## src/rtl/axis_angle_rotate_vector_unit_assert.svh

```systemverilog
// ----------------------------------------------------------------------------
// axis angle rotate vector unit assertion macros
// concurrent checks that drop out of synthesis builds
// ----------------------------------------------------------------------------
`ifndef AXIS_ANGLE_ROTATE_VECTOR_UNIT_ASSERT_SVH
`define AXIS_ANGLE_ROTATE_VECTOR_UNIT_ASSERT_SVH
`ifndef SYNTHESIS
`define AVR_ASSERT_IMP(lbl, clk, rst, ante, cons) \
   lbl: assert property (@(posedge clk) disable iff (rst) (ante) |-> (cons)) \
      else $error("avr assertion failed");
`define AVR_ASSERT_NEXT(lbl, clk, rst, ante, cons) \
   lbl: assert property (@(posedge clk) disable iff (rst) (ante) |=> (cons)) \
      else $error("avr assertion failed");
`else
`define AVR_ASSERT_IMP(lbl, clk, rst, ante, cons)
`define AVR_ASSERT_NEXT(lbl, clk, rst, ante, cons)
`endif
`endif

```

## src/rtl/avr_pkg.sv

```systemverilog
// ----------------------------------------------------------------------------
// avr_pkg
// shared constants, codes and types of the axis angle rotate vector unit
// ----------------------------------------------------------------------------
package avr_pkg;

   localparam int AXIS_W       = 15;
   localparam int ANGLE_W      = 16;
   localparam int CSR_DATA_W   = 16;
   localparam int CSR_IDX_W    = 2;
   localparam int AXIS_FRAC    = 14;
   localparam int CORDIC_STEPS = 16;
   localparam int STEP_W       = 4;
   localparam int CORDIC_W     = 34;
   localparam int ANGLE_Z_W    = 26;
   localparam int NUM_COEFS    = 9;
   localparam int COEF_IDX_W   = 4;
   localparam logic signed [CORDIC_W-1:0] CORDIC_GAIN_Q30 = 34'sd652032874;

   typedef enum logic [CSR_IDX_W-1:0] {
      CSR_AXIS_X = 2'd0,
      CSR_AXIS_Y = 2'd1,
      CSR_AXIS_Z = 2'd2,
      CSR_ANGLE  = 2'd3
   } csr_index_type;

   typedef enum logic [1:0] {
      SEL_X = 2'd0,
      SEL_Y = 2'd1,
      SEL_Z = 2'd2
   } axis_sel_type;

   // one matrix entry: a*b*(1-c) +/- k*s (+ c on the diagonal)
   typedef struct packed {
      axis_sel_type a;
      axis_sel_type b;
      axis_sel_type k;
      logic         sub;
      logic         diag;
   } coef_term_type;

   typedef struct packed {
      logic en1;
      logic en2;
   } lane_ctrl_type;

   function automatic logic signed [ANGLE_Z_W-1:0] atan_turns(logic [STEP_W-1:0] i);
      logic signed [ANGLE_Z_W-1:0] v;
      unique case (i)
         4'd0:  v = 26'sd2097152;
         4'd1:  v = 26'sd1238021;
         4'd2:  v = 26'sd654136;
         4'd3:  v = 26'sd332050;
         4'd4:  v = 26'sd166669;
         4'd5:  v = 26'sd83416;
         4'd6:  v = 26'sd41718;
         4'd7:  v = 26'sd20860;
         4'd8:  v = 26'sd10430;
         4'd9:  v = 26'sd5215;
         4'd10: v = 26'sd2608;
         4'd11: v = 26'sd1304;
         4'd12: v = 26'sd652;
         4'd13: v = 26'sd326;
         4'd14: v = 26'sd163;
         4'd15: v = 26'sd81;
      endcase
      return v;
   endfunction

   // column-major entry layout of the axis-angle matrix
   function automatic coef_term_type coef_term(logic [COEF_IDX_W-1:0] idx);
      coef_term_type t;
      unique case (idx)
         4'd0:    t = '{a: SEL_X, b: SEL_X, k: SEL_X, sub: 1'b0, diag: 1'b1};
         4'd1:    t = '{a: SEL_Y, b: SEL_X, k: SEL_Z, sub: 1'b0, diag: 1'b0};
         4'd2:    t = '{a: SEL_X, b: SEL_Z, k: SEL_Y, sub: 1'b1, diag: 1'b0};
         4'd3:    t = '{a: SEL_X, b: SEL_Y, k: SEL_Z, sub: 1'b1, diag: 1'b0};
         4'd4:    t = '{a: SEL_Y, b: SEL_Y, k: SEL_X, sub: 1'b0, diag: 1'b1};
         4'd5:    t = '{a: SEL_Y, b: SEL_Z, k: SEL_X, sub: 1'b0, diag: 1'b0};
         4'd6:    t = '{a: SEL_X, b: SEL_Z, k: SEL_Y, sub: 1'b0, diag: 1'b0};
         4'd7:    t = '{a: SEL_Y, b: SEL_Z, k: SEL_X, sub: 1'b1, diag: 1'b0};
         4'd8:    t = '{a: SEL_Z, b: SEL_Z, k: SEL_X, sub: 1'b0, diag: 1'b1};
         default: t = '{a: SEL_X, b: SEL_X, k: SEL_X, sub: 1'b0, diag: 1'b0};
      endcase
      return t;
   endfunction

endpackage

```

## src/rtl/avr_lane.sv

```systemverilog
// ----------------------------------------------------------------------------
// avr_lane
// one output row: three coefficient products split into high and low
// vector parts, summed, then rounded and saturated
// ----------------------------------------------------------------------------
module avr_lane #(
   parameter int VECTOR_WIDTH = 32,
   parameter int COEF_WIDTH   = 18
) (
   input  logic                             clock,
   input  avr_pkg::lane_ctrl_type           ctrl,
   input  logic signed [VECTOR_WIDTH-1:0]   vec  [3],
   input  logic signed [COEF_WIDTH-1:0]     coef [3],
   output logic signed [VECTOR_WIDTH-1:0]   res
);

   localparam int COEF_FRAC = COEF_WIDTH - 4;
   localparam int VH_W  = (VECTOR_WIDTH > 25) ? VECTOR_WIDTH - 24 : 2;
   localparam int VL_W  = 25;
   localparam int PH_W  = COEF_WIDTH + VH_W;
   localparam int PL_W  = COEF_WIDTH + VL_W;
   localparam int HI_W  = PH_W + 2;
   localparam int LO_W  = PL_W + 2;
   localparam int HS_W  = (HI_W + 1 > 42) ? HI_W + 1 : 42;
   localparam int RA_W  = HS_W + 25 - COEF_FRAC;
   localparam int RES_W = (RA_W > VECTOR_WIDTH + 1) ? RA_W : VECTOR_WIDTH + 1;

   localparam logic signed [HS_W-1:0]  LIM  = HS_W'(1) <<< 40;
   localparam logic signed [RES_W-1:0] VMAX = (RES_W'(1) <<< (VECTOR_WIDTH - 1)) - RES_W'(1);
   localparam logic signed [RES_W-1:0] VMIN = -(RES_W'(1) <<< (VECTOR_WIDTH - 1));

   logic signed [PH_W-1:0]              ph_ff [3];
   logic signed [PL_W-1:0]              pl_ff [3];
   logic signed [HI_W-1:0]              hi_ff;
   logic signed [LO_W-1:0]              lo_ff;
   logic signed [VECTOR_WIDTH+23:0]     vs    [3];
   logic signed [VH_W-1:0]              vh    [3];
   logic signed [VL_W-1:0]              vl    [3];
   logic signed [HS_W-1:0]              hs, hc;
   logic [24:0]                         lr_rnd;
   logic signed [RES_W-1:0]             acc;

   always_comb begin
      for (int k = 0; k < 3; k++) begin
         vs[k] = (VECTOR_WIDTH + 24)'(vec[k]);
         vh[k] = vs[k][24 +: VH_W];
         vl[k] = $signed({1'b0, vs[k][23:0]});
      end
   end

   always_ff @(posedge clock) begin
      if (ctrl.en1) begin
         for (int k = 0; k < 3; k++) begin
            ph_ff[k] <= PH_W'(coef[k]) * PH_W'(vh[k]);
            pl_ff[k] <= PL_W'(coef[k]) * PL_W'(vl[k]);
         end
      end
      if (ctrl.en2) begin
         hi_ff <= HI_W'(ph_ff[0]) + HI_W'(ph_ff[1]) + HI_W'(ph_ff[2]);
         lo_ff <= LO_W'(pl_ff[0]) + LO_W'(pl_ff[1]) + LO_W'(pl_ff[2]);
      end
   end

   // carry the low sum's upper part into the high sum, clamp, then round and saturate
   always_comb begin
      hs = HS_W'(hi_ff) + HS_W'(lo_ff >>> 24);
      if (hs > LIM) begin
         hc = LIM;
      end else if (hs < -LIM) begin
         hc = -LIM;
      end else begin
         hc = hs;
      end
      lr_rnd = {1'b0, lo_ff[23:0]} + (25'd1 << (COEF_FRAC - 1));
      acc = (RES_W'(hc) <<< (24 - COEF_FRAC)) + RES_W'($signed({1'b0, lr_rnd >> COEF_FRAC}));
      if (acc > VMAX) begin
         res = VECTOR_WIDTH'(VMAX);
      end else if (acc < VMIN) begin
         res = VECTOR_WIDTH'(VMIN);
      end else begin
         res = VECTOR_WIDTH'(acc);
      end
   end

endmodule

```

## config.mk

```make
export PLATFORM = sky130hd
export DESIGN_NAME = avr_lane
export DESIGN_NICKNAME = d
export VERILOG_FILES = /design/src/rtl/axis_angle_rotate_vector_unit_assert.svh /design/src/rtl/avr_pkg.sv /design/src/rtl/avr_lane.sv
export SDC_FILE = /design/constraint.sdc
export NUM_CORES = 2
export LEC_CHECK = 0
export BUFFER_PORTS_ARGS = -buffer_cell sky130_fd_sc_hd__buf_2
export CAP_MARGIN = 40
export CORE_MARGIN = 4
export CORE_UTILIZATION = 50
export DETAILED_ROUTE_END_ITERATION = 16
export HOLD_SLACK_MARGIN = 0.1
export PLACE_DENSITY = 0.76
export SKIP_CTS_REPAIR_TIMING = 1
export SLEW_MARGIN = 15
export SYNTH_ARGS = -nofsm -noshare
export SYNTH_HDL_FRONTEND = slang
export SYNTH_SLANG_ARGS = --single-unit
```

## constraint.sdc

```tcl
create_clock -name clock -period 8.61 [get_ports clock]
set_clock_uncertainty 0.15 [all_clocks]
set_input_delay 0.4305 -clock clock [delete_from_list [all_inputs] [get_ports clock]]
set_output_delay 0.4305 -clock clock [all_outputs]
set_load 0.005 [all_outputs]
```

# Word-level counts from Yosys, hierarchy flattened
# Memory sizes are Yosys's and may differ from the RTL's.
# Index checks and enable logic that the tools add are counted.
# totals
regBits,73
mem_bits_rw,207
elab_cells,27
memories,2
# classes
add_sub_neg,7
mul,6
order_cmp,4
muxes,6
# mem_list
memory,depth,width,rd,rd_ports_with_merged_regs,write_ports,line_no,text
pl_ff,3,43,3,0,3,avr_lane.sv:33,logic signed [PL_W-1:0] pl_ff [3];
ph_ff,3,26,3,0,3,avr_lane.sv:32,logic signed [PH_W-1:0] ph_ff [3];
# op_table
operator,n
multiplier 18 x 25 -> 43 bit,3
2-to-1 mux 42 bit,2
multiplier 18 x 8 -> 26 bit,3
2-to-1 mux 32 bit,2
adder 52 x 12 -> 53 bit,1
greater-than comparator 53 x 32 -> 1 bit (second input constant),1
< comparator 53 x 32 -> 1 bit (second input constant),1
adder 44 x 43 -> 45 bit,1
adder 43 x 43 -> 44 bit,1
greater-than comparator 29 x 42 -> 1 bit (second input constant),1
< comparator 29 x 41 -> 1 bit (second input constant),1
adder 28 x 21 -> 29 bit,1
adder 27 x 26 -> 28 bit,1
adder 26 x 26 -> 27 bit,1
adder 24 x 14 -> 25 bit (second input constant),1
2-to-1 mux 1 bit,2

# Depth between registers and ports, before layout
# depth
ltp_word,8
depth_mapped,28

# Worst setup path after synthesis
# OpenSTA, ideal clock, no wires.
# synth_timing
path_kind,input -> register
start,input vec[11] (netlist bit)
end,"memory pl_ff[0][127] (netlist bit), data pin"
arrival_ns,6.849
required_ns,8.202
slack_ns,1.353
path_stages,25
path_buffers,2
cell_sequence,clkbuf_1 clkbuf_1 nand2_1 fa_1 fa_1 fa_1 inv_1 fa_1 fa_1 inv_1 fa_1 inv_1 ha_1 a21o_1 a21oi_1 nor3_1 or3_1 o31ai_1 o211ai_1 a311o_1 a211oi_1 nor3_1 a211o_1 a21oi_1 xnor2_1
# synth_rtl
element,line_no,text
from (decl),avr_lane.sv:12,"input logic signed [VECTOR_WIDTH-1:0] vec [3],"
to (decl),avr_lane.sv:33,

==> impl_metrics.json <==
{
  "htreeDepth": 1,
  "firstDrtPassIters": 8,
  "ys_top_cells_by_area": "fa_1 41%, ha_1 12%, edfxtp_1 11%",
  "synth_seq_area_share": 0.111,
  "cts_buffers": 30,
  "avgSynthCellArea_um2": 9.25,
  "cp_max_fo": 32,
  "ioPinCount": 185,
  "synth_area_um2": 72100,
  "finalSetupViolCount": 0,
  "finalHoldViolCount": 0,
  "holdWs_ns": 0.303,
  "drt_iter0_markers": 3843,
  "fin_nets": 10000,
  "core_area_um2": 143000,
  "synth_flop_cell": "edfxtp_1",
  "start_util": 0.502,
  "ys_types": 78,
  "fillers": 12700,
  "cp.arrival_ns": 7.63,
  "synth_area_leader_cell": "fa_1",
  "status": "finished clean",
  "grt-ovfl-total": 0,
  "fp-row-count": 139,
  "max_slew_margin": 0.352,
  "synth_nets": 10100,
  "cp.required_ns": 8.77,
  "track_usage": 0.248,
  "setup_tns_ns": 0,
  "fin_cells": 9652,
  "grt_pass1_vias": 57000,
  "cts.clk_slew.worst_paths_ns": 0.06,
  "synth_top_area_frac": 0.409,
  "grt_first_pass_wirelength_um": 300000,
  "grt_max_degree": 105,
  "rsz0062_at_grt": "false",
  "area_delta_synth_final_pct": 4.64,
  "ys_seq_elements": 267,
  "start_kind": "primary input",
  "slew_viol_final": 0,
  "clock_sinks": 267,
  "antenna_found_initial": 13,
  "synth-edff-count": 267,
  "period_minus_slack_ns": 7.47,
  "tightest_slew_ns": 0.948,
  "crit_path_end_kind": "register",
  "synthArstFlopShare": 0,
  "gp_congestion": 0.895,
  "tritoncts": "built",
  "final_cell_mix": "1801 x inv_1, 1471 x fa_1, 974 x nand2_1",
  "ys_warn_count": 0,
  "clk_latency_ns": 0.57,
  "clockBufferDepth": 3,
  "cts_root_buf": "clkbuf_16",
  "dieArea_um2": 150000,
  "syn_inst": 7792,
  "hold_path.class": "in2reg",
  "ant_nets": 0,
  "dpl.cell_count": 9590,
  "die_h_um": 388,
  "final_common_cell": "inv_1",
  "maxCapViolations": 0,
  "finalCritPeriodShare": 0.868,
  "max_clock_freq_mhz": 134,
  "worstSetupPathType": "in2reg",
  "die_w_um": 388,
  "multiInputGateArea_um2": 56100,
  "wl_per_cell_um": 19.1,
  "vias_per_cell": 5.47,
  "dp_hpwl_um": 146000,
  "drc": 0,
  "drt_wl_total_um": 185000,
  "port_buffers": 184,
  "regArea_um2": 8020,
  "drive_gt1_frac": 0.0363,
  "via_count": 52800
}
path summary, 6_finish.rpt:
path,to,cells past startpoint,startpoint,slack [ns]
worst max register to register,lo_ff[43]$_DFFE_PP_,14,pl_ff[0][10]$_DFFE_PP_,4.07
worst max-delay path,pl_ff[0][85]$_DFFE_PP_,24,coef[27],1.14
worst min register to register,hi_ff[0]$_DFFE_PP_,3,ph_ff[0][26]$_DFFE_PP_,0.66
worst min-delay path,ph_ff[0][0]$_DFFE_PP_,2,vec[88],0.30
through the flow:
stage                     area (µm²)   util  setup WS (ns)
after floorplan                72100      -           1.35
after global placement         74300  0.518          0.778
after detailed placement       74300  0.518          0.592
after CTS                      75300  0.525           1.18
after global routing           75400  0.526          0.803
final                          75400  0.526           1.14
flip-flops by register name, indices dropped and copies added (netlist names):
name,flops
hi_ff,28
lo_ff,32
ph_ff,78
pl_ff,129
Yosys cell counts, types with 25 or more instances:
library cell	number
inv_1	1801
fa_1	1471
nand2_1	974
and2_1	764
ha_1	682
clkbuf_1	296
edfxtp_1	267
nor2_1	236
xnor2_1	186
a21oi_1	171
o21ai_0	124
nand2b_1	104
a21o_1	80
xor2_1	62
nand3_1	60
o21a_1	52
nor3_1	48
and3_1	42
o21ai_1	31
nor2b_1	28
or3_1	27
a211oi_1	25
layer usage:
metal,wire [µm],track usage
met5,85,0
met4,7950,0.0927
met3,15800,0.0391
met2,88400,0.415
met1,72300,0.328
cell type report:
| cell class | count | area share |
|---|---|---|
| multi-input combinational | 5410 | 0.744 |
| sequential | 267 | 0.106 |
| inverter | 1803 | 0.0897 |
| tap | 1903 | 0.0316 |
| timing repair buffer | 211 | 0.0155 |
| clock buffer | 35 | 0.0105 |
| clock inverter | 19 | 0.00267 |
| antenna | 4 | 0.000133 |
logic make-up (layout without fill, tap and decap cells):
group | Yosys count | in the layout | synth area share
multiplexers | 8 | 8 | 0.00115
flip-flops | 267 | 267 | 0.111
other | 0 | 4 | 0
AO/OA/AOI/OAI | 645 | 645 | 0.0578
XOR/XNOR | 248 | 248 | 0.0301
AND/OR/NAND/NOR | 2356 | 2356 | 0.162
adder cells (fa/ha/maj) | 2153 | 2153 | 0.527
buffers and inverters | 2115 | 2068 | 0.111
critical path, cell delays in order:
cell and delay, ns:
buf_2 0.60, nand2_1 0.19, fa_1 0.59, inv_1 0.06, fa_1 0.50, inv_1 0.06
fa_1 0.53, inv_1 0.05, fa_1 0.47, fa_1 0.52, fa_1 0.41, ha_1 0.38
a21o_1 0.19, a21o_1 0.18, a31oi_1 0.34, a21boi_0 0.41, o22a_1 0.22, o2111a_1 0.28
nor3_1 0.11, o41ai_1 0.52, a21oi_1 0.16, o21a_1 0.20, nor2_1 0.14, xnor2_1 0.09
Power is not shown: default switching activity piles up to over one toggle a cycle in this logic, so the estimate is an artifact.
