### src/rtl/axis_angle_rotate_vector_unit_assert.svh
// ----------------------------------------------------------------------------
// axis angle rotate vector unit assertion macros
// concurrent checks that drop out of synthesis builds
// ----------------------------------------------------------------------------
`ifndef AXIS_ANGLE_ROTATE_VECTOR_UNIT_ASSERT_SVH
`define AXIS_ANGLE_ROTATE_VECTOR_UNIT_ASSERT_SVH
`ifndef SYNTHESIS
`define AVR_ASSERT_IMP(lbl, clk, rst, ante, cons) \
   lbl: assert property (@(posedge clk) disable iff (rst) (ante) |-> (cons)) \
      else $error("avr assertion failed");
`define AVR_ASSERT_NEXT(lbl, clk, rst, ante, cons) \
   lbl: assert property (@(posedge clk) disable iff (rst) (ante) |=> (cons)) \
      else $error("avr assertion failed");
`else
`define AVR_ASSERT_IMP(lbl, clk, rst, ante, cons)
`define AVR_ASSERT_NEXT(lbl, clk, rst, ante, cons)
`endif
`endif

### src/rtl/avr_pkg.sv
// ----------------------------------------------------------------------------
// avr_pkg
// shared constants, codes and types of the axis angle rotate vector unit
// ----------------------------------------------------------------------------
package avr_pkg;

   localparam int AXIS_W       = 15;
   localparam int ANGLE_W      = 16;
   localparam int CSR_DATA_W   = 16;
   localparam int CSR_IDX_W    = 2;
   localparam int AXIS_FRAC    = 14;
   localparam int CORDIC_STEPS = 16;
   localparam int STEP_W       = 4;
   localparam int CORDIC_W     = 34;
   localparam int ANGLE_Z_W    = 26;
   localparam int NUM_COEFS    = 9;
   localparam int COEF_IDX_W   = 4;
   localparam logic signed [CORDIC_W-1:0] CORDIC_GAIN_Q30 = 34'sd652032874;

   typedef enum logic [CSR_IDX_W-1:0] {
      CSR_AXIS_X = 2'd0,
      CSR_AXIS_Y = 2'd1,
      CSR_AXIS_Z = 2'd2,
      CSR_ANGLE  = 2'd3
   } csr_index_type;

   typedef enum logic [1:0] {
      SEL_X = 2'd0,
      SEL_Y = 2'd1,
      SEL_Z = 2'd2
   } axis_sel_type;

   // one matrix entry: a*b*(1-c) +/- k*s (+ c on the diagonal)
   typedef struct packed {
      axis_sel_type a;
      axis_sel_type b;
      axis_sel_type k;
      logic         sub;
      logic         diag;
   } coef_term_type;

   typedef struct packed {
      logic en1;
      logic en2;
   } lane_ctrl_type;

   function automatic logic signed [ANGLE_Z_W-1:0] atan_turns(logic [STEP_W-1:0] i);
      logic signed [ANGLE_Z_W-1:0] v;
      unique case (i)
         4'd0:  v = 26'sd2097152;
         4'd1:  v = 26'sd1238021;
         4'd2:  v = 26'sd654136;
         4'd3:  v = 26'sd332050;
         4'd4:  v = 26'sd166669;
         4'd5:  v = 26'sd83416;
         4'd6:  v = 26'sd41718;
         4'd7:  v = 26'sd20860;
         4'd8:  v = 26'sd10430;
         4'd9:  v = 26'sd5215;
         4'd10: v = 26'sd2608;
         4'd11: v = 26'sd1304;
         4'd12: v = 26'sd652;
         4'd13: v = 26'sd326;
         4'd14: v = 26'sd163;
         4'd15: v = 26'sd81;
      endcase
      return v;
   endfunction

   // column-major entry layout of the axis-angle matrix
   function automatic coef_term_type coef_term(logic [COEF_IDX_W-1:0] idx);
      coef_term_type t;
      unique case (idx)
         4'd0:    t = '{a: SEL_X, b: SEL_X, k: SEL_X, sub: 1'b0, diag: 1'b1};
         4'd1:    t = '{a: SEL_Y, b: SEL_X, k: SEL_Z, sub: 1'b0, diag: 1'b0};
         4'd2:    t = '{a: SEL_X, b: SEL_Z, k: SEL_Y, sub: 1'b1, diag: 1'b0};
         4'd3:    t = '{a: SEL_X, b: SEL_Y, k: SEL_Z, sub: 1'b1, diag: 1'b0};
         4'd4:    t = '{a: SEL_Y, b: SEL_Y, k: SEL_X, sub: 1'b0, diag: 1'b1};
         4'd5:    t = '{a: SEL_Y, b: SEL_Z, k: SEL_X, sub: 1'b0, diag: 1'b0};
         4'd6:    t = '{a: SEL_X, b: SEL_Z, k: SEL_Y, sub: 1'b0, diag: 1'b0};
         4'd7:    t = '{a: SEL_Y, b: SEL_Z, k: SEL_X, sub: 1'b1, diag: 1'b0};
         4'd8:    t = '{a: SEL_Z, b: SEL_Z, k: SEL_X, sub: 1'b0, diag: 1'b1};
         default: t = '{a: SEL_X, b: SEL_X, k: SEL_X, sub: 1'b0, diag: 1'b0};
      endcase
      return t;
   endfunction

endpackage

### src/rtl/avr_matrix_build.sv
// ----------------------------------------------------------------------------
// avr_matrix_build
// holds the config registers; on each write runs an iterative cordic for
// sine and cosine and then builds the nine matrix entries one at a time
// ----------------------------------------------------------------------------
module avr_matrix_build #(
   parameter int COEF_WIDTH = 18
) (
   input  logic                                   clock,
   input  logic                                   reset,
   input  logic                                   csr_wr_en,
   input  logic [avr_pkg::CSR_IDX_W-1:0]          csr_index,
   input  logic [avr_pkg::CSR_DATA_W-1:0]         csr_wr_data,
   output logic                                   busy,
   output logic signed [COEF_WIDTH-1:0]           coefs [avr_pkg::NUM_COEFS]
);

   localparam int COEF_FRAC = COEF_WIDTH - 4;
   localparam int CS_W      = COEF_FRAC + 3;
   localparam int OMC_W     = CS_W + 1;
   localparam int RND_SH    = 30 - COEF_FRAC;
   localparam int P1_W      = 2 * avr_pkg::AXIS_W;
   localparam int P2_W      = avr_pkg::AXIS_W + CS_W;
   localparam int T1_W      = P1_W + OMC_W;
   localparam int T2_W      = P2_W + 1;
   localparam int SUM_W     = T1_W + 3;
   localparam int RES_W     = SUM_W - 2 * avr_pkg::AXIS_FRAC;
   localparam int CW        = avr_pkg::CORDIC_W;
   localparam int ZW        = avr_pkg::ANGLE_Z_W;
   localparam int AW        = avr_pkg::AXIS_W;

   typedef enum logic [3:0] {
      ST_IDLE   = 4'b0001,
      ST_CORDIC = 4'b0010,
      ST_QUAD   = 4'b0100,
      ST_MAT    = 4'b1000
   } state_type;

   typedef enum logic [1:0] {
      PH_MUL   = 2'd0,
      PH_SCALE = 2'd1,
      PH_SUM   = 2'd2
   } phase_type;

   state_type                             state_ff, state_in;
   phase_type                             phase_ff, phase_in;
   logic signed [AW-1:0]                  axis_x_ff, axis_x_in;
   logic signed [AW-1:0]                  axis_y_ff, axis_y_in;
   logic signed [AW-1:0]                  axis_z_ff, axis_z_in;
   logic [avr_pkg::ANGLE_W-1:0]           angle_ff, angle_in;
   logic [avr_pkg::STEP_W-1:0]            step_ff, step_in;
   logic signed [CW-1:0]                  cx_ff, cx_in;
   logic signed [CW-1:0]                  cy_ff, cy_in;
   logic signed [ZW-1:0]                  z_ff, z_in;
   logic [1:0]                            quad_ff, quad_in;
   logic signed [CS_W-1:0]                c_ff, c_in;
   logic signed [CS_W-1:0]                s_ff, s_in;
   logic signed [OMC_W-1:0]               omc_ff, omc_in;
   logic [avr_pkg::COEF_IDX_W-1:0]        idx_ff, idx_in;
   logic signed [P1_W-1:0]                p1_ff, p1_in;
   logic signed [P2_W-1:0]                p2_ff, p2_in;
   logic signed [T1_W-1:0]                t1_ff, t1_in;
   logic signed [T2_W-1:0]                t2_ff, t2_in;
   logic signed [COEF_WIDTH-1:0]          coef_ff [avr_pkg::NUM_COEFS];
   logic signed [COEF_WIDTH-1:0]          coef_in;
   logic                                  coef_we;

   logic [avr_pkg::ANGLE_W-1:0]           angle_new;
   logic [avr_pkg::ANGLE_W:0]             angle_off;
   logic signed [CW-1:0]                  sx, sy;
   logic signed [CS_W-1:0]                cr, sr;
   logic signed [SUM_W-1:0]               sum;
   logic signed [RES_W-1:0]               rnd;
   avr_pkg::coef_term_type                term;

   localparam logic signed [RES_W-1:0] CMAX = (RES_W'(1) <<< (COEF_WIDTH - 1)) - RES_W'(1);
   localparam logic signed [RES_W-1:0] CMIN = -(RES_W'(1) <<< (COEF_WIDTH - 1));

   function automatic logic signed [AW-1:0] pick(avr_pkg::axis_sel_type s,
                                                 logic signed [AW-1:0] x,
                                                 logic signed [AW-1:0] y,
                                                 logic signed [AW-1:0] z);
      logic signed [AW-1:0] v;
      unique case (s)
         avr_pkg::SEL_X: v = x;
         avr_pkg::SEL_Y: v = y;
         default:        v = z;
      endcase
      return v;
   endfunction

   assign term = avr_pkg::coef_term(idx_ff);
   assign busy = (state_ff != ST_IDLE);
   assign coefs = coef_ff;

   always_comb begin
      state_in  = state_ff;
      phase_in  = phase_ff;
      axis_x_in = axis_x_ff;
      axis_y_in = axis_y_ff;
      axis_z_in = axis_z_ff;
      angle_in  = angle_ff;
      step_in   = step_ff;
      cx_in     = cx_ff;
      cy_in     = cy_ff;
      z_in      = z_ff;
      quad_in   = quad_ff;
      c_in      = c_ff;
      s_in      = s_ff;
      omc_in    = omc_ff;
      idx_in    = idx_ff;
      p1_in     = p1_ff;
      p2_in     = p2_ff;
      t1_in     = t1_ff;
      t2_in     = t2_ff;
      coef_we   = 1'b0;

      angle_new = (csr_wr_en && csr_index == avr_pkg::CSR_ANGLE) ? csr_wr_data : angle_ff;
      // quadrant and residual in [-1/8, 1/8) turn
      angle_off = {1'b0, angle_new} + 17'd8192;

      sx = cx_ff >>> step_ff;
      sy = cy_ff >>> step_ff;
      cr = CS_W'((cx_ff + (CW'(1) <<< (RND_SH - 1))) >>> RND_SH);
      sr = CS_W'((cy_ff + (CW'(1) <<< (RND_SH - 1))) >>> RND_SH);

      sum = SUM_W'(t1_ff) + (SUM_W'(t2_ff) <<< avr_pkg::AXIS_FRAC)
          + (term.diag ? (SUM_W'(c_ff) <<< (2 * avr_pkg::AXIS_FRAC)) : SUM_W'(0))
          + (SUM_W'(1) <<< (2 * avr_pkg::AXIS_FRAC - 1));
      rnd = RES_W'(sum >>> (2 * avr_pkg::AXIS_FRAC));
      if (rnd > CMAX) begin
         coef_in = COEF_WIDTH'(CMAX);
      end else if (rnd < CMIN) begin
         coef_in = COEF_WIDTH'(CMIN);
      end else begin
         coef_in = COEF_WIDTH'(rnd);
      end

      unique case (state_ff)
         ST_CORDIC: begin
            if (!z_ff[ZW-1]) begin
               cx_in = cx_ff - sy;
               cy_in = cy_ff + sx;
               z_in  = z_ff - avr_pkg::atan_turns(step_ff);
            end else begin
               cx_in = cx_ff + sy;
               cy_in = cy_ff - sx;
               z_in  = z_ff + avr_pkg::atan_turns(step_ff);
            end
            step_in = step_ff + 1'b1;
            if (step_ff == avr_pkg::STEP_W'(avr_pkg::CORDIC_STEPS - 1)) begin
               state_in = ST_QUAD;
            end
         end
         ST_QUAD: begin
            unique case (quad_ff)
               2'd0: begin c_in = cr;  s_in = sr;  end
               2'd1: begin c_in = -sr; s_in = cr;  end
               2'd2: begin c_in = -cr; s_in = -sr; end
               2'd3: begin c_in = sr;  s_in = -cr; end
            endcase
            omc_in   = (OMC_W'(1) <<< COEF_FRAC) - OMC_W'(c_in);
            idx_in   = '0;
            phase_in = PH_MUL;
            state_in = ST_MAT;
         end
         ST_MAT: begin
            unique case (phase_ff)
               PH_MUL: begin
                  p1_in = P1_W'(pick(term.a, axis_x_ff, axis_y_ff, axis_z_ff))
                        * P1_W'(pick(term.b, axis_x_ff, axis_y_ff, axis_z_ff));
                  p2_in = P2_W'(pick(term.k, axis_x_ff, axis_y_ff, axis_z_ff)) * P2_W'(s_ff);
                  phase_in = PH_SCALE;
               end
               PH_SCALE: begin
                  t1_in = T1_W'(p1_ff) * T1_W'(omc_ff);
                  // diagonal entries carry no sine term
                  if (term.diag) begin
                     t2_in = '0;
                  end else begin
                     t2_in = term.sub ? -T2_W'(p2_ff) : T2_W'(p2_ff);
                  end
                  phase_in = PH_SUM;
               end
               PH_SUM: begin
                  coef_we  = 1'b1;
                  phase_in = PH_MUL;
                  idx_in   = idx_ff + 1'b1;
                  if (idx_ff == avr_pkg::COEF_IDX_W'(avr_pkg::NUM_COEFS - 1)) begin
                     state_in = ST_IDLE;
                  end
               end
               default: phase_in = PH_MUL;
            endcase
         end
         default: ;
      endcase

      if (csr_wr_en) begin
         unique case (avr_pkg::csr_index_type'(csr_index))
            avr_pkg::CSR_AXIS_X: axis_x_in = csr_wr_data[AW-1:0];
            avr_pkg::CSR_AXIS_Y: axis_y_in = csr_wr_data[AW-1:0];
            avr_pkg::CSR_AXIS_Z: axis_z_in = csr_wr_data[AW-1:0];
            avr_pkg::CSR_ANGLE:  angle_in  = csr_wr_data;
         endcase
         state_in = ST_CORDIC;
         step_in  = '0;
         cx_in    = avr_pkg::CORDIC_GAIN_Q30;
         cy_in    = '0;
         quad_in  = angle_off[15:14];
         z_in     = ZW'($signed({1'b0, angle_off[13:0]}) - 16'sd8192) <<< 8;
      end
   end

   always_ff @(posedge clock) begin
      if (reset) begin
         state_ff  <= ST_IDLE;
         axis_x_ff <= '0;
         axis_y_ff <= '0;
         axis_z_ff <= AW'(16383);
         angle_ff  <= '0;
         for (int i = 0; i < avr_pkg::NUM_COEFS; i++) begin
            coef_ff[i] <= (i % 4 == 0) ? (COEF_WIDTH'(1) <<< COEF_FRAC) : '0;
         end
      end else begin
         state_ff  <= state_in;
         axis_x_ff <= axis_x_in;
         axis_y_ff <= axis_y_in;
         axis_z_ff <= axis_z_in;
         angle_ff  <= angle_in;
         if (coef_we) begin
            coef_ff[idx_ff] <= coef_in;
         end
      end
   end

   always_ff @(posedge clock) begin
      phase_ff <= phase_in;
      step_ff  <= step_in;
      cx_ff    <= cx_in;
      cy_ff    <= cy_in;
      z_ff     <= z_in;
      quad_ff  <= quad_in;
      c_ff     <= c_in;
      s_ff     <= s_in;
      omc_ff   <= omc_in;
      idx_ff   <= idx_in;
      p1_ff    <= p1_in;
      p2_ff    <= p2_in;
      t1_ff    <= t1_in;
      t2_ff    <= t2_in;
   end

endmodule

### config.mk
export PLATFORM = sky130hd
export DESIGN_NAME = avr_matrix_build
export DESIGN_NICKNAME = d
export VERILOG_FILES = /design/src/rtl/axis_angle_rotate_vector_unit_assert.svh /design/src/rtl/avr_pkg.sv /design/src/rtl/avr_matrix_build.sv
export SDC_FILE = /design/constraint.sdc
export NUM_CORES = 2
export LEC_CHECK = 0
export BUFFER_PORTS_ARGS = -buffer_cell sky130_fd_sc_hd__buf_4
export CORE_MARGIN = 5
export CORE_UTILIZATION = 50
export DETAILED_ROUTE_END_ITERATION = 6
export HOLD_SLACK_MARGIN = 0.08
export PLACE_DENSITY = 0.66
export SLEW_MARGIN = 15
export SYNTH_ARGS = -nofsm -noshare
export SYNTH_HDL_FRONTEND = slang
export SYNTH_SLANG_ARGS = --single-unit
### constraint.sdc
create_clock -name clock -period 21 [get_ports clock]
set_input_delay 1.05 -clock clock [delete_from_list [all_inputs] [get_ports clock]]
set_output_delay 1.05 -clock clock [all_outputs]
set_load 0.1 [all_outputs]
# [Word-level counts from Yosys, hierarchy flattened]
# Memory sizes are Yosys's and may differ from the RTL's. A register that Yosys moved wholly into a read port is not among the register bits.
# Index checks and enable logic that the tools add are counted.
[word_totals] register_bits=528 mem_bits_ro=832 inputBits=21 output_inout_bits=163 wordCells=152 mem_count=3
[memory_table] memory="(no name shown)" words=16 word_bits=22 read_ports=1 rd_clocked_by_memory_dff=1 wr=0 line="avr_pkg.sv:49" rtl="unique case (i)"
[memory_table] memory="(no name shown)" words=16 word_bits=22 read_ports=1 rd_clocked_by_memory_dff=1 wr=0 line="avr_pkg.sv:49"
[memory_table] memory="(no name shown)" words=16 word_bits=8 read_ports=1 rd_clocked_by_memory_dff=1 wr=0 line="avr_pkg.sv:73" rtl="unique case (idx)"
[op_classes] add_sub_neg=19 mul=3 order_cmp=4 n_eq_ne=23 shifts=2 n_mux=45 bitwise=1 reduce_logical=22
[ops] op="2-to-1 mux 26 bit" n=7
[ops] op="bitwise mux 162 bit" n=1
[ops] op="case mux 17 bit (4 select lines)" n=2
[ops] op="2-to-1 mux 15 bit" n=6
[ops] op="case mux 15 bit (2 select lines)" n=3
[ops] op="demux 18 bit (select 4 bit)" n=1
[ops] op="adder 34 bit" n=2
[ops] op="2-to-1 mux 34 bit" n=2
[ops] op=">>> shifter 34 x 4 -> 34 bit" n=2
[ops] op="subtractor 34 bit" n=2
[ops] op="adder 33 x 17 -> 33 bit (second input constant)" n=2
[ops] op="2-to-1 mux 18 bit" n=3
[ops] op="adder 49 x 51 -> 51 bit" n=1
[ops] op="adder 51 x 29 -> 51 bit (second input constant)" n=1
[ops] op="2-to-1 mux 51 bit" n=1
[ops] op="adder 48 x 47 -> 49 bit" n=1
[ops] op="multiplier 30 x 18 -> 48 bit" n=1
[ops] op="2-to-1 mux 4 bit" n=9
[ops] op="negation 17 bit" n=2
[ops] op="2-to-1 mux 33 bit" n=1
[ops] op="negation 32 -> 33 bit" n=1
[ops] op="multiplier 15 x 17 -> 32 bit" n=1
[ops] op="multiplier 15 x 15 -> 30 bit" n=1
[ops] op="adder 26 bit" n=1
[ops] op="33 further kinds" n=65

# [Logic depth before layout (Yosys ltp)]
[depth] ltp_word=7 ltp_mapped=30

# [Least setup slack after synthesis]
# OpenSTA, ideal clock, no wires.
[synth_timing] path_kind="register to register" from="reg, netlist name term[2]" to="reg p2_ff[30] (data pin)" arrival_time_ns=7.581 slack_ns=13.161 stages_incl_launch_ff=29 n_path_buf=3 synth_period_minus_slack_ns=7.839 path_cell_list="dfxtp_1 > clkbuf_1 > clkbuf_1 > mux2i_1 > o21ai_1 > clkbuf_1 > nand2_1 > fa_1 > fa_1 > inv_1 > fa_1 > inv_1 > fa_1 > inv_1 > fa_1 > inv_1 > fa_1 > inv_1 > ha_1 > a211o_1 > o21bai_1 > a31oi_1 > o21ai_0 > a221oi_1 > o21ai_0 > o41a_1 > a211o_1 > a21oi_1 > xnor2_1"
[synth_via] elab_chain_cells=5 word_cells_on_any_way=6 cone_classes="mul (1); eq/ne (1); mux (3); reduce/logical (1)"
[synth_lines] item="== test 2 x 1 -> 1 bit / logical NOT 2 bit (equally long branches)" line="avr_matrix_build.sv:84" rtl="unique case (s)"
[synth_lines] item="case mux 15 bit (2 select lines) (*)" line="avr_matrix_build.sv:84"
[synth_lines] item="2-to-1 mux 15 bit (*)" line="avr_matrix_build.sv:168" rtl="unique case (phase_ff)"
[synth_lines] item="2-to-1 mux 15 bit (*)" line="avr_matrix_build.sv:139" rtl="unique case (state_ff)"
[synth_lines] item="multiplier 15 x 17 -> 32 bit (*)" line="avr_matrix_build.sv:172" rtl="p2_in = P2_W'(pick(term.k, axis_x_ff, axis_y_ff, axis_z_ff)) * P2_W'(s_ff);"
[synth_lines] item="end signal, assigned" line="avr_matrix_build.sv:249" rtl="p2_ff <= p2_in;"
[synth_lines] item="end, declared" line="avr_matrix_build.sv:61" rtl="logic signed [P2_W-1:0] p2_ff, p2_in;"
# Mark *: on every way between the ends. The rest lies on a longest branch, timed or not. The select of a mux whose other input is x is not followed.
# A chain may end at the register's enable or synchronous reset.

# [Final worst setup path]
[layout_timing] from="reg omc_ff[17]" to="reg t1_ff[46] (data pin)"
[layout_via] elab_chain_cells=1
[layout_lines] item="start, declared" line="avr_matrix_build.sv:58" rtl="logic signed [OMC_W-1:0] omc_ff, omc_in;"
[layout_lines] item="start signal, assigned" line="avr_matrix_build.sv:246" rtl="omc_ff <= omc_in;"
[layout_lines] item="multiplier 30 x 18 -> 48 bit" line="avr_matrix_build.sv:176" rtl="t1_in = T1_W'(p1_ff) * T1_W'(omc_ff);"
[layout_lines] item="end signal, assigned" line="avr_matrix_build.sv:250" rtl="t1_ff <= t1_in;"
[layout_lines] item="end, declared" line="avr_matrix_build.sv:62" rtl="logic signed [T1_W-1:0] t1_ff, t1_in;"
# Every way passes these cells.

==> metrics.txt <==
# TYPE chip_impl_metric gauge
chip_impl_metric{name="layout_setup_ws",unit="ns"} 12.74
chip_impl_info{name="worst_setup_path_endpoint",value="t1_ff[46]"} 1
chip_impl_metric{name="fraction_of_final_layout_cells_sized_beyond_drive_strength_1",unit=""} 0.07678
chip_impl_metric{name="finish.net_count",unit=""} 9091
chip_impl_metric{name="timing.slew.headroom",unit=""} 0.1746
chip_impl_metric{name="flow.area_growth_from_synthesis",unit="%"} 7.482
chip_impl_metric{name="top_level_ports",unit=""} 184
chip_impl_metric{name="setup.reg_to_reg.worst_slack",unit="ns"} 12.74
chip_impl_metric{name="critPathRequiredTime",unit="ns"} 21.40
chip_impl_metric{name="drv_cap",unit=""} 0
chip_impl_metric{name="preCtsSetupSlack",unit="ns"} 12.82
chip_impl_info{name="cp-startpoint",value="omc_ff[17]"} 1
chip_impl_info{name="cts_tree",value="done"} 1
chip_impl_metric{name="crit_arrival",unit="ns"} 8.66
chip_impl_metric{name="synth-async-reset-ratio",unit=""} 0
chip_impl_metric{name="vias_per_cell",unit=""} 5.655
chip_impl_metric{name="path_clk_slew",unit="ns"} 0.06
chip_impl_metric{name="clock.fmax",unit="GHz"} 0.1211
chip_impl_metric{name="die_height",unit="um"} 384.3
chip_impl_info{name="run_status",value="finished clean"} 1
chip_impl_metric{name="worst_slew_pin_slew",unit="ns"} 1.204
chip_impl_metric{name="cts-resized-gates",unit=""} 0
chip_impl_metric{name="power_leakage",unit="nW"} 34.89
chip_impl_metric{name="detailed_route_wl",unit="um"} 192100
chip_impl_metric{name="syn-cell-area",unit="sq um"} 70040
chip_impl_metric{name="largest_net_degree_at_the_start_of_global_routing",unit=""} 70
chip_impl_info{name="worst_r2r_endpoint",value="t1_ff[46]"} 1
chip_impl_metric{name="antenna_found_initial",unit=""} 2
chip_impl_metric{name="worstRegToRegCells",unit=""} 23
chip_impl_info{name="grt.busiest_layer",value="met2"} 1
chip_impl_metric{name="synthDistinctLibCells",unit=""} 111
chip_impl_metric{name="global_route.usage.met3",unit=""} 0.03763
chip_impl_metric{name="cts_hold_repair.buffers",unit=""} 0
chip_impl_metric{name="route.detailed.wl_per_inst",unit="um"} 20.12
chip_impl_info{name="ys.flop_type",value="sky130_fd_sc_hd__dfxtp_1"} 1
chip_impl_metric{name="remaining_drc_errors",unit=""} 0
chip_impl_metric{name="global_route.usage.met2",unit=""} 0.4247
chip_impl_metric{name="number_of_enable_flip_flop_cells_after_synthesis",unit=""} 206
chip_impl_metric{name="synthesis.yosys.warnings",unit=""} 0
chip_impl_metric{name="antenna_left",unit=""} 0
chip_impl_metric{name="timing.critical_path.fanout_max",unit=""} 14
chip_impl_info{name="grt_setup_unrepaired",value="no"} 1
chip_impl_metric{name="drt_iter0_drc",unit=""} 4340
chip_impl_metric{name="setup_viol",unit=""} 0
chip_impl_metric{name="grt_first_pass_wirelength",unit="um"} 307300
chip_impl_metric{name="power_density",unit="nW/um^2"} 53.68
chip_impl_metric{name="io_buffers",unit=""} 183
chip_impl_metric{name="first_global_vias",unit=""} 55060
chip_impl_metric{name="ys_seq_elements",unit=""} 543
chip_impl_info{name="r2r-start",value="omc_ff[17]"} 1
chip_impl_metric{name="grt_overflow_total",unit=""} 0
chip_impl_metric{name="cts_num_sinks",unit=""} 543
chip_impl_metric{name="drt_pass1_iterations",unit=""} 5
chip_impl_metric{name="clock-skew-final",unit="ns"} 0.06053
chip_impl_metric{name="report.final.slew_viol_count",unit=""} 0
chip_impl_metric{name="global_route.usage.met1",unit=""} 0.3577
chip_impl_metric{name="whs",unit="ns"} 0.4593
chip_impl_metric{name="clockBufferDepth",unit=""} 3
chip_impl_metric{name="final_critical_path_share_of_the_clock_period",unit=""} 0.3931
chip_impl_metric{name="final_period_minus_worst_setup_slack",unit="ns"} 8.256
chip_impl_metric{name="die_outline_area",unit="sq um"} 147700
chip_impl_metric{name="post_synthesis_net_count",unit=""} 9123
chip_impl_metric{name="dp_hpwl",unit="um"} 148400
chip_impl_metric{name="cts.repair_timing.setup_buffer_count",unit=""} 0
chip_impl_info{name="timing.critical_path.from_type",value="flip-flop"} 1
chip_impl_metric{name="avgSynthCellArea",unit="sq um"} 9.154
chip_impl_metric{name="cts_made_buffers",unit=""} 67
chip_impl_info{name="hold_path.startpoint",value="z_ff[0]"} 1
chip_impl_metric{name="die-width",unit="um"} 384.3
chip_impl_metric{name="hold_viol_final",unit=""} 0
chip_impl_info{name="timing_worst_setup_path_type",value="reg -> reg"} 1
chip_impl_metric{name="totalNegativeSetupSlack",unit="ns"} 0
chip_impl_metric{name="gp_congestion",unit=""} 0.9210
chip_impl_metric{name="floorplan.initialDensity",unit=""} 0.5026
chip_impl_metric{name="clock_insertion_delay_worst_skew",unit="ns"} 0.69
chip_impl_info{name="hp-class",value="reg -> reg"} 1
chip_impl_metric{name="diodes",unit=""} 0
chip_impl_metric{name="vias",unit=""} 53990
chip_impl_info{name="crit_path_end_kind",value="flip-flop"} 1
chip_impl_metric{name="synth_cells",unit=""} 7651
chip_impl_metric{name="worst_ir_drop_vdd",unit="mV"} 0.06006
chip_impl_metric{name="groute.usage.overall",unit=""} 0.2618
chip_impl_metric{name="synth-seq-area-share",unit=""} 0.1846
chip_impl_metric{name="placeableCoreArea",unit="sq um"} 139400
chip_impl_metric{name="floorplan.rows",unit=""} 137
chip_impl_metric{name="cts.htree.levels",unit=""} 3
chip_impl_metric{name="post-layout-total-power",unit="mW"} 4.041
chip_impl_info{name="clockRootBuffer",value="sky130_fd_sc_hd__clkbuf_16"} 1
-- synthesized netlist by cell type (15+ instances only) --
| cell type | n | area, sq um |
|---|---|---|
| sky130_fd_sc_hd__inv_1 | 1132 | 4249 |
| sky130_fd_sc_hd__nand2_1 | 1057 | 3968 |
| sky130_fd_sc_hd__fa_1 | 1013 | 20280 |
| sky130_fd_sc_hd__ha_1 | 438 | 5480 |
| sky130_fd_sc_hd__nor2_1 | 429 | 1610 |
| sky130_fd_sc_hd__a21oi_1 | 369 | 1847 |
| sky130_fd_sc_hd__dfxtp_1 | 337 | 6746 |
| sky130_fd_sc_hd__clkbuf_1 | 294 | 1104 |
| sky130_fd_sc_hd__and2_1 | 271 | 1695 |
| sky130_fd_sc_hd__xnor2_1 | 219 | 1918 |
| sky130_fd_sc_hd__edfxtp_1 | 206 | 6186 |
| sky130_fd_sc_hd__o21ai_0 | 192 | 960.9 |
| sky130_fd_sc_hd__xor2_1 | 158 | 1384 |
| sky130_fd_sc_hd__a22o_1 | 142 | 1244 |
| sky130_fd_sc_hd__mux2i_1 | 117 | 1171 |
| sky130_fd_sc_hd__nand3_1 | 94 | 470.5 |
| sky130_fd_sc_hd__a21o_1 | 92 | 690.7 |
| sky130_fd_sc_hd__nor2b_1 | 91 | 569.3 |
| sky130_fd_sc_hd__nor3_1 | 77 | 385.4 |
| sky130_fd_sc_hd__mux4_2 | 61 | 1374 |
| sky130_fd_sc_hd__o21a_1 | 60 | 450.4 |
| sky130_fd_sc_hd__nand2b_1 | 59 | 369.1 |
| sky130_fd_sc_hd__a31oi_1 | 46 | 287.8 |
| sky130_fd_sc_hd__mux2_2 | 42 | 473.0 |
| sky130_fd_sc_hd__a211oi_1 | 39 | 292.8 |
| sky130_fd_sc_hd__nand4_1 | 38 | 237.7 |
| sky130_fd_sc_hd__and3_1 | 37 | 231.5 |
| sky130_fd_sc_hd__o21ai_1 | 34 | 170.2 |
| sky130_fd_sc_hd__o31ai_1 | 34 | 255.2 |
| sky130_fd_sc_hd__buf_1 | 32 | 120.1 |
| sky130_fd_sc_hd__or2_2 | 32 | 200.2 |
| sky130_fd_sc_hd__buf_2 | 30 | 150.1 |
| sky130_fd_sc_hd__o21bai_1 | 27 | 202.7 |
| sky130_fd_sc_hd__o211ai_1 | 26 | 195.2 |
| sky130_fd_sc_hd__and4_1 | 18 | 157.7 |
| sky130_fd_sc_hd__nor4_1 | 18 | 112.6 |
| sky130_fd_sc_hd__or3_1 | 18 | 112.6 |
| sky130_fd_sc_hd__buf_6 | 16 | 180.2 |
| sky130_fd_sc_hd__nand3b_1 | 15 | 112.6 |
-- cells by family (layout without fill, tap and decap cells) --
group,count (synthesis),after routing,synth area share
AND/OR/NAND/NOR,2312,2312,0.1545
multiplexers,228,228,0.04552
AO/OA/AOI/OAI,1219,1219,0.1155
adder cells (fa/ha/maj),1451,1451,0.3678
buffers and inverters,1520,1540,0.08471
flip-flops,543,543,0.1846
XOR/XNOR,378,378,0.04738
-- state kept, by name, indices dropped and copies added, names as in the netlist, 16 cells and up, named ones only --
| name | count |
|---|---|
| cy_ff | 34 |
| cx_ff | 34 |
| coefs | 162 |
| p1_ff | 30 |
| s_ff | 17 |
| p2_ff | 32 |
| z_ff | 26 |
| t2_ff | 33 |
| t1_ff | 34 |
| omc_ff | 17 |
| angle_ff | 16 |
| c_ff | 17 |
-- cells in the final DEF (no fill, tap or decap), drive strengths merged, types with 123 or more instances in the layout --
cell    netlist  final
a21oi       372    372
a22o        142    142
and2        271    271
buf          89    283
dfxtp       337    337
edfxtp      206    206
fa         1013   1013
ha          438    438
inv        1133   1140
mux2i       123    123
nand2      1058   1058
nor2        429    429
o21ai       226    226
xnor2       220    220
xor2        158    158
-- power breakdown --
part,internal (mW),switching (mW)
clock,0.724,0.522
combinational,0.653,0.940
sequential,1.15,0.0497
total,2.53,1.51
-- routing by layer --
layer | part of all wire | vias to the layer above
li1 | - | 24830
met5 | 0 | -
met1 | 0.43 | 27020
met2 | 0.46 | 1799
met4 | 0.041 | 0
met3 | 0.067 | 344
-- final cells by class --
cell class,count,area [sq um]
clock inverters,29,455.4
well taps,1876,2347
flip-flops and latches,543,12950
fillers,12580,64080
clock buffers,92,1932
inverters,1136,4264
multi-input cells,5588,51210
repair buffers,283,2125
-- worst max-delay path, cell delays in order (launching register included) --
cell                        delay [ns]
sky130_fd_sc_hd__edfxtp_1         0.77
sky130_fd_sc_hd__clkinv_1         0.42
sky130_fd_sc_hd__buf_4            0.33
sky130_fd_sc_hd__nor2_1           0.17
sky130_fd_sc_hd__fa_1             0.44
sky130_fd_sc_hd__fa_1             0.52
sky130_fd_sc_hd__fa_1             0.52
sky130_fd_sc_hd__fa_1             0.52
sky130_fd_sc_hd__fa_1             0.54
sky130_fd_sc_hd__inv_1            0.05
sky130_fd_sc_hd__fa_1             0.52
sky130_fd_sc_hd__inv_1            0.04
sky130_fd_sc_hd__ha_1             0.34
sky130_fd_sc_hd__a21o_1           0.20
sky130_fd_sc_hd__a21oi_1          0.22
sky130_fd_sc_hd__o21bai_1         0.09
sky130_fd_sc_hd__a2111oi_0        0.66
sky130_fd_sc_hd__o221a_2          0.32
sky130_fd_sc_hd__o221ai_1         0.19
sky130_fd_sc_hd__a21oi_1          0.25
sky130_fd_sc_hd__a21oi_1          0.20
sky130_fd_sc_hd__a211oi_1         0.37
sky130_fd_sc_hd__o21bai_1         0.13
sky130_fd_sc_hd__xor2_1           0.15
-- metrics by stage --
step,std cells,cell area (sq um),util
floorplan,7651,70040,-
global placement,9426,72890,0.5230
detailed placement,9426,72890,0.5230
CTS,9547,75280,0.5402
global route,9547,75280,0.5402
finish,9547,75280,0.5402
-- worst min-delay path by stage --
stage | cells after the start | endpoint
after detailed placement | 2 | z_ff[0]
after floorplan | 2 | z_ff[3]
final | 2 | z_ff[0]
after global routing | 2 | z_ff[5]
after CTS | 2 | z_ff[0]
after global placement | 2 | z_ff[4]
(Power assumes the default switching activity.)
